<file path="src/design/bte_pkg.sv">
// shared types, constants and helpers for the bcd date/time to epoch converter
// no dependencies
package bte_pkg;

  localparam int unsigned ByteW  = 8;
  localparam int unsigned DecW   = 8;   // decoded byte, 0..165
  localparam int unsigned YOffW  = 7;   // years since 1970, 0..99
  localparam int unsigned DaysW  = 16;  // day count before the minus-one, below 2^16
  localparam int unsigned TodW   = 20;  // seconds within the day, below 2^20
  localparam int unsigned EpochW = 32;

  localparam logic [DecW-1:0]   YearPivot    = 8'd70;
  localparam logic [YOffW-1:0]  Y2kOffset    = 7'd30;  // 2000 - 1970
  localparam logic [YOffW-1:0]  CenturyOff   = 7'd31;  // 2001 - 1970
  localparam logic [DecW-1:0]   MonthMax     = 8'd12;
  localparam logic [16:0]       SecPerDay    = 17'd86400;
  localparam logic [11:0]       SecPerHour   = 12'd3600;
  localparam logic [5:0]        SecPerMin    = 6'd60;
  localparam logic [8:0]        DaysPerYear  = 9'd365;

  // high nibble times ten plus low nibble, non-bcd nibbles included
  function automatic logic [DecW-1:0] nib_decode(input logic [ByteW-1:0] b);
    logic [DecW-1:0] hi;
    hi = {4'd0, b[7:4]};
    return (hi << 3) + (hi << 1) + {4'd0, b[3:0]};
  endfunction

  // days before the first of the month, month index 0..11
  function automatic logic [8:0] cum_days(input logic [3:0] m);
    logic [8:0] d;
    case (m)
      4'd0:    d = 9'd0;
      4'd1:    d = 9'd31;
      4'd2:    d = 9'd59;
      4'd3:    d = 9'd90;
      4'd4:    d = 9'd120;
      4'd5:    d = 9'd151;
      4'd6:    d = 9'd181;
      4'd7:    d = 9'd212;
      4'd8:    d = 9'd243;
      4'd9:    d = 9'd273;
      4'd10:   d = 9'd304;
      4'd11:   d = 9'd334;
      default: d = 9'd0;
    endcase
    return d;
  endfunction

endpackage

</file>
<file path="src/design/bte_day_count.sv">
// day count from decoded year, month and day of month
// depends on bte_pkg
module bte_day_count (
  input  logic [bte_pkg::DecW-1:0]  year_dec_i,
  input  logic [bte_pkg::DecW-1:0]  month_dec_i,
  input  logic [bte_pkg::DecW-1:0]  day_dec_i,
  output logic [bte_pkg::DaysW-1:0] days_o
);

  localparam int unsigned DaysW = bte_pkg::DaysW;

  logic [bte_pkg::YOffW-1:0] y_off;
  logic [1:0]                y_mod4;
  logic                      leap;
  logic                      cent_div;   // (year - 1901) / 100
  logic                      quad_div;   // (year - 1601) / 400
  logic [3:0]                m_idx;
  logic [bte_pkg::DaysW-1:0] yr_days;

  always_comb begin
    if (year_dec_i < bte_pkg::YearPivot) begin
      y_off = year_dec_i[bte_pkg::YOffW-1:0] + bte_pkg::Y2kOffset;
    end else begin
      y_off = year_dec_i[bte_pkg::YOffW-1:0] - bte_pkg::YearPivot[bte_pkg::YOffW-1:0];
    end
  end

  // window is 1970..2069: only 2000 is a century year, and it is a leap year
  assign y_mod4   = y_off[1:0] + 2'd2;
  assign leap     = (y_mod4 == 2'd0);
  assign cent_div = (y_off >= bte_pkg::CenturyOff);
  assign quad_div = (y_off >= bte_pkg::CenturyOff);
  assign m_idx    = month_dec_i[3:0] - 4'd1;

  assign yr_days = DaysW'({9'd0, y_off} * {7'd0, bte_pkg::DaysPerYear})
                 + DaysW'({y_off + 7'd1} >> 2)
                 - DaysW'(cent_div) + DaysW'(quad_div);

  assign days_o = yr_days
                + DaysW'(bte_pkg::cum_days(m_idx))
                + DaysW'(leap && (month_dec_i > 8'd2))
                + DaysW'(day_dec_i);

endmodule

</file>
<file path="src/design/bcd_datetime_to_epoch_seconds.sv">
// top level: bcd real-time-clock date and time to seconds since 1970
// depends on bte_pkg and bte_day_count
//
// usage
//   drive the six raw bcd bytes and pulse start_i; a beat is taken at every
//   rising edge with start_i high and busy_o low. busy_o is always low, so a
//   new beat can be issued in every cycle, one conversion per clock.
//   each result beat shows on epoch_seconds_o / month_invalid_o for one
//   cycle with done_o high; the receiver must take it then, it cannot stall.
//   each beat passes through the stage 1, 2, 3 and 4 registers in turn, and
//   results leave in the order the beats came in.
//   pipeline
//     stage 1  nibble decode of all six bytes, month range check
//     stage 2  day count (year, month table, leap day, day of month) and
//              seconds within the day
//     stage 3  day count times 86400, the one wide multiplier
//     stage 4  final add with the minus-one day, wrap at 32 bits, zero on
//              a bad month
//   reset clears the valid bits only; no beat is in flight afterwards
//   a month outside 1..12 gives month_invalid_o high and epoch_seconds_o 0
module bcd_datetime_to_epoch_seconds (
  input  logic        clk_i,
  input  logic        rst_ni,
  input  logic        start_i,
  output logic        busy_o,
  input  logic [7:0]  second_bcd_i,
  input  logic [7:0]  minute_bcd_i,
  input  logic [7:0]  hour_bcd_i,
  input  logic [7:0]  day_bcd_i,
  input  logic [7:0]  month_bcd_i,
  input  logic [7:0]  year_bcd_i,
  output logic        done_o,
  output logic [31:0] epoch_seconds_o,
  output logic        month_invalid_o
);

  localparam int unsigned DecW   = bte_pkg::DecW;
  localparam int unsigned DaysW  = bte_pkg::DaysW;
  localparam int unsigned TodW   = bte_pkg::TodW;
  localparam int unsigned EpochW = bte_pkg::EpochW;

  logic accept;
  assign busy_o = 1'b0;               // pipeline never holds off
  assign accept = start_i && !busy_o;

  // stage 1: nibble decode
  logic            s1_valid_q;
  logic [DecW-1:0] s1_sec_q, s1_min_q, s1_hr_q, s1_day_q, s1_mon_q, s1_yr_q;
  logic            s1_bad_q;
  logic [DecW-1:0] mon_dec;
  logic            mon_bad;

  assign mon_dec = bte_pkg::nib_decode(month_bcd_i);
  assign mon_bad = (mon_dec == 8'd0) || (mon_dec > bte_pkg::MonthMax);

  always_ff @(posedge clk_i or negedge rst_ni) begin
    if (!rst_ni) begin
      s1_valid_q <= 1'b0;
    end else begin
      s1_valid_q <= accept;
    end
  end

  always_ff @(posedge clk_i) begin
    if (accept) begin
      s1_sec_q <= bte_pkg::nib_decode(second_bcd_i);
      s1_min_q <= bte_pkg::nib_decode(minute_bcd_i);
      s1_hr_q  <= bte_pkg::nib_decode(hour_bcd_i);
      s1_day_q <= bte_pkg::nib_decode(day_bcd_i);
      s1_mon_q <= mon_dec;
      s1_yr_q  <= bte_pkg::nib_decode(year_bcd_i);
      s1_bad_q <= mon_bad;
    end
  end

  // stage 2: day count and seconds within the day
  logic             s2_valid_q;
  logic [DaysW-1:0] s2_days_q;
  logic [TodW-1:0]  s2_tod_q;
  logic             s2_bad_q;
  logic [DaysW-1:0] days_d;
  logic [TodW-1:0]  tod_d;

  bte_day_count u_day_count (
    .year_dec_i  (s1_yr_q),
    .month_dec_i (s1_mon_q),
    .day_dec_i   (s1_day_q),
    .days_o      (days_d)
  );

  assign tod_d = TodW'({12'd0, s1_hr_q} * {8'd0, bte_pkg::SecPerHour})
               + TodW'({6'd0, s1_min_q} * {8'd0, bte_pkg::SecPerMin})
               + TodW'(s1_sec_q);

  always_ff @(posedge clk_i or negedge rst_ni) begin
    if (!rst_ni) begin
      s2_valid_q <= 1'b0;
    end else begin
      s2_valid_q <= s1_valid_q;
    end
  end

  always_ff @(posedge clk_i) begin
    if (s1_valid_q) begin
      s2_days_q <= days_d;
      s2_tod_q  <= tod_d;
      s2_bad_q  <= s1_bad_q;
    end
  end

  // stage 3: days to seconds, wraps at 32 bits
  logic              s3_valid_q;
  logic [EpochW-1:0] s3_prod_q;
  logic [TodW-1:0]   s3_tod_q;
  logic              s3_bad_q;
  logic [32:0]       prod_full;

  assign prod_full = {17'd0, s2_days_q} * {16'd0, bte_pkg::SecPerDay};

  always_ff @(posedge clk_i or negedge rst_ni) begin
    if (!rst_ni) begin
      s3_valid_q <= 1'b0;
    end else begin
      s3_valid_q <= s2_valid_q;
    end
  end

  always_ff @(posedge clk_i) begin
    if (s2_valid_q) begin
      s3_prod_q <= prod_full[EpochW-1:0];
      s3_tod_q  <= s2_tod_q;
      s3_bad_q  <= s2_bad_q;
    end
  end

  // stage 4: the day of month is one based, take one day off; modular sum
  logic              out_valid_q;
  logic [EpochW-1:0] out_epoch_q;
  logic              out_bad_q;
  logic [EpochW-1:0] epoch_d;

  assign epoch_d = s3_prod_q + EpochW'(s3_tod_q) - EpochW'(bte_pkg::SecPerDay);

  always_ff @(posedge clk_i or negedge rst_ni) begin
    if (!rst_ni) begin
      out_valid_q <= 1'b0;
    end else begin
      out_valid_q <= s3_valid_q;
    end
  end

  always_ff @(posedge clk_i) begin
    if (s3_valid_q) begin
      out_epoch_q <= s3_bad_q ? '0 : epoch_d;
      out_bad_q   <= s3_bad_q;
    end
  end

  assign done_o          = out_valid_q;
  assign epoch_seconds_o = out_epoch_q;
  assign month_invalid_o = out_bad_q;

  // a bad month always reports a zero timestamp
  a_bad_month_zero: assert property (@(posedge clk_i) disable iff (!rst_ni)
    done_o |-> (!month_invalid_o || (epoch_seconds_o == '0)))
    else $error("bad month with nonzero timestamp");

  // every accepted beat comes out after passing through all four stages
  a_latency: assert property (@(posedge clk_i) disable iff (!rst_ni)
    accept |=> ##3 done_o)
    else $error("accepted beat did not reach the output");

  // no result without a matching beat, and the flag follows that beat's month
  a_no_spurious: assert property (@(posedge clk_i) disable iff (!rst_ni)
    done_o |-> $past(accept, 4))
    else $error("result beat without an accepted input");

  a_flag_tracks: assert property (@(posedge clk_i) disable iff (!rst_ni)
    done_o |-> (month_invalid_o == $past(mon_bad, 4)))
    else $error("month flag does not match its input beat");

endmodule
</file>
<file path="config.mk">
export PLATFORM = sky130hd
export DESIGN_NAME = bcd_datetime_to_epoch_seconds
export DESIGN_NICKNAME = d
export VERILOG_FILES = /design/src/design/bte_pkg.sv /design/src/design/bte_day_count.sv /design/src/design/bcd_datetime_to_epoch_seconds.sv
export SDC_FILE = /design/constraint.sdc
export NUM_CORES = 1
export LEC_CHECK = 0
export BUFFER_PORTS_ARGS = -buffer_cell sky130_fd_sc_hd__buf_2
export CELL_PAD_IN_SITES_DETAIL_PLACEMENT = 1
export CELL_PAD_IN_SITES_GLOBAL_PLACEMENT = 1
export CORE_AREA = 2 2 180 182
export DETAILED_ROUTE_END_ITERATION = 12
export DIE_AREA = 0 0 182 184
export PLACE_DENSITY_LB_ADDON = 0.3
export RECOVER_POWER = 25
export SETUP_SLACK_MARGIN = 0.15
export SYNTH_ARGS = -nofsm -noshare
export SYNTH_HDL_FRONTEND = slang
export SYNTH_HIERARCHICAL = 1
export SYNTH_SLANG_ARGS = --single-unit
</file>
<file path="constraint.sdc">
create_clock -name clk_i -period 8.1 [get_ports clk_i]
set_input_delay 1.215 -clock clk_i [delete_from_list [all_inputs] [get_ports clk_i]]
set_output_delay 1.215 -clock clk_i [all_outputs]
set_load 0.02 [all_outputs]
</file>
==> results.yml <==
outcome:
  outcome: "complete, but fails checks"
  violations: "capacitance limit, slew limit"
timing:
  period_share: 0.8898
  worst_pin_slew_ns: 2.165
  fin_crit_ns: 7.208
  maxSlewViolCount: 119
  finalHoldViolCount: 0
  fmax_mhz: 138.7
  clock_skew_ns: 0.01266
  setup_viol: 0
  whs_ns: 0.3729
  rsz0062_at_grt: "no"
  max_slew_margin: -0.4434
  tns_ns: 0
worst_setup_path:
  r2r_start: "s1_yr_q[1]"
  required_ns: 8.30
  end_kind: "flop"
  r2r_cells: 26
  rrSetupSlack_ns: 0.89
  cp-start-kind: "flop"
  path_class: "reg -> reg"
  cp.arrival_ns: 7.41
  reg2reg_to: "s2_days_q[14]"
  path_max_fanout: 7
drt:
  ant_nets: 0
  wl_per_cell_um: 17.65
  drc: 0
  drtPass1Iterations: 4
  wl_um: 34450
  viasPerCell: 5.481
  vias: 10700
  first_iter_violations: 354
yosys:
  yosysSeqAreaShare: 0.3183
  synth_area_um2: 15880
  yosysMostFrequentCell: "ha_1"
  synth_top_area_frac: 0.3120
  synth_top_area_cell: "edfxtp_1"
  synthFlopType: "edfxtp_1"
  ys_warn_count: 6
  ys_top_cells_by_count: "299 x ha_1, 239 x inv_1, 165 x edfxtp_1"
  synth.avg_cell_area_um2: 11.01
  ys_ff_latch: 169
  synth-edff-count: 165
  postSynthCellCount: 1442
  ys_top_cells_by_area: "edfxtp_1 31%, ha_1 24%, fa_1 14%, inv_1 5.6%, xnor2_1 4.4%"
  async_flop_share: 0.02367
  synthesis.nets: 1903
  synthDistinctLibCells: 70
grt:
  grt_pass1_wl_um: 57590
  grt_max_degree: 51
  antenna_found_initial: 1
  grt_pass1_vias: 11820
  overflow: 0
  grtUsageTotal: 0.2170
clocking:
  cts.sinks: 169
  clock-root-buffer: "clkbuf_16"
  clk_path_buf_depth: 2
  cts_tree: "yes"
  cts_resized: 0
  cts_buffers: 17
  hold_buffers: 0
  clk_pin_slew_ns: 0.06
  cts_htree_levels: 4
  postCtsSetupBuffers: 0
  clk_latency_ns: 0.46
hold_path:
  hold_depth: 0
  hold_start: "s3_valid_q"
  hold_class: "reg -> reg"
  hold_path_end: "done_o"
cells_and_area:
  fin_nets: 1998
  final_layout_size_suffix_gt1_frac: 0.08387
  fillCellCount: 3428
  area.growth.synth_to_final_pct: 9.201
  antenna_cells: 0
  final_cells: 1952
die:
  core_um2: 31390
  ios: 86
  fp-row-count: 65
  die_h_um: 184
  start_util: 0.5059
  dieArea_um2: 33490
  fp.dieW_um: 182
placed_design:
  dp_hpwl_um: 27760
  finalWeightedCongestion: 0.8944
  place_inst: 1920
  io_buffers: 84
flow_run:
  cap_viol_max_count: 3
-- cells in the final DEF (no fill, tap or decap), types with 4 or more instances in the layout --
cell type / count
ha_1: 299
inv_1: 239
edfxtp_1: 165
fa_1: 111
a21oi_1: 86
buf_2: 82
xnor2_1: 80
nor2_1: 68
a21o_1: 54
nand2_1: 52
o21ai_0: 37
xor2_1: 31
nor2b_1: 24
clkbuf_16: 17
nor3_1: 15
a211oi_1: 14
o21a_1: 12
nand3_1: 12
o21bai_1: 9
and3_1: 9
nor4_1: 9
nand2b_1: 7
clkbuf_1: 6
or2_2: 5
o31ai_1: 5
o211ai_1: 5
a311oi_1: 5
nand4_1: 5
and2_1: 4
a31oi_1: 4
o31a_1: 4
nor3b_1: 4
a221o_1: 4
clkinv_2: 4
-- layout make-up --
class	count	area, um^2	share of cell area
repair buffers	87	429.2	0.02474
clock buffers	18	429.2	0.02474
well taps	402	503.0	0.02900
inverters	240	900.9	0.05194
flip-flops and latches	169	5056	0.2915
clock inverters	14	145.1	0.008368
multi-input cells	1022	9881	0.5697
-- cells by family (layout without fill, tap and decap cells) --
| group | count (synthesis) | in the layout | synth area share |
|---|---|---|---|
| simple gates | 222 | 222 | 0.06751 |
| buf+inv | 251 | 359 | 0.05963 |
| fa+ha+maj | 410 | 410 | 0.3755 |
| xor+xnor | 113 | 113 | 0.06326 |
| flops | 169 | 169 | 0.3183 |
| compound gates | 273 | 273 | 0.1136 |
| mux | 3 | 3 | 0.002048 |
| other cells | 1 | 1 | 0.0002361 |
-- through the flow --
stage,area (um^2),setup WS [ns],util
CTS,17360,0.8467,0.5529
global route,17340,0.4916,0.5525
finish,17340,0.8923,0.5525
floorplan,15880,1.574,-
detailed placement,16780,0.8472,0.5346
global placement,16780,1.114,0.5346
-- registers in the layout, indices dropped and copies added (netlist names) --
signal and cells:
s1_hr_q 8, month_invalid_o 1, s3_prod_q 25, s1_valid_q 1, s3_valid_q 1, s2_tod_q 20
s1_sec_q 8, s3_tod_q 20, s3_bad_q 1, s1_bad_q 1, s1_mon_q 8, s1_yr_q 8
epoch_seconds_o 32, s1_min_q 8, done_o 1, s2_valid_q 1, s2_bad_q 1, s1_day_q 8
s2_days_q 16
-- critical path: stages, from the launching register on --
cell	delay (ns)
edfxtp_1	0.53
a2111o_1	0.41
a21o_1	0.20
inv_1	0.10
ha_1	0.28
a211oi_1	0.30
xor2_1	0.44
ha_1	0.33
nand3_1	0.14
a211o_1	0.33
nand2_1	0.16
fa_1	0.21
ha_1	0.16
inv_1	0.06
fa_1	0.54
inv_1	0.06
fa_1	0.47
inv_1	0.05
fa_1	0.53
inv_1	0.04
ha_1	0.23
fa_1	0.44
a211oi_1	0.27
o21a_1	0.22
a221o_1	0.19
a31oi_1	0.10
xor2_1	0.15
-- layer usage --
metal / GRT usage / wire length [um] / up-vias / part of all wire
met2: 0.4151 / 18300 / 168 / 0.53
met5: 0 / 11 / - / 0.00032
met4: 0.09065 / 1110 / 2 / 0.032
li1: - / - / 5198 / -
met3: 0.03090 / 794 / 72 / 0.023
met1: 0.2402 / 14240 / 5258 / 0.41
-- how the worst max path moves through the flow --
stage	startpoint	to	slack [ns]	cells after the start
after global routing	s1_yr_q[1]	s2_days_q[14]	0.49	26
after CTS	s1_yr_q[1]	s2_days_q[14]	0.85	26
after global placement	s1_yr_q[1]	s2_days_q[14]	1.11	26
final	s1_yr_q[1]	s2_days_q[14]	0.89	26
after detailed placement	s1_yr_q[1]	s2_days_q[14]	0.85	26
after floorplan	s1_yr_q[1]	s2_days_q[14]	1.57	26
Power is left out: the tool's default activity adds up to more than one toggle a clock period on the data nets, which glitch-free logic cannot reach.
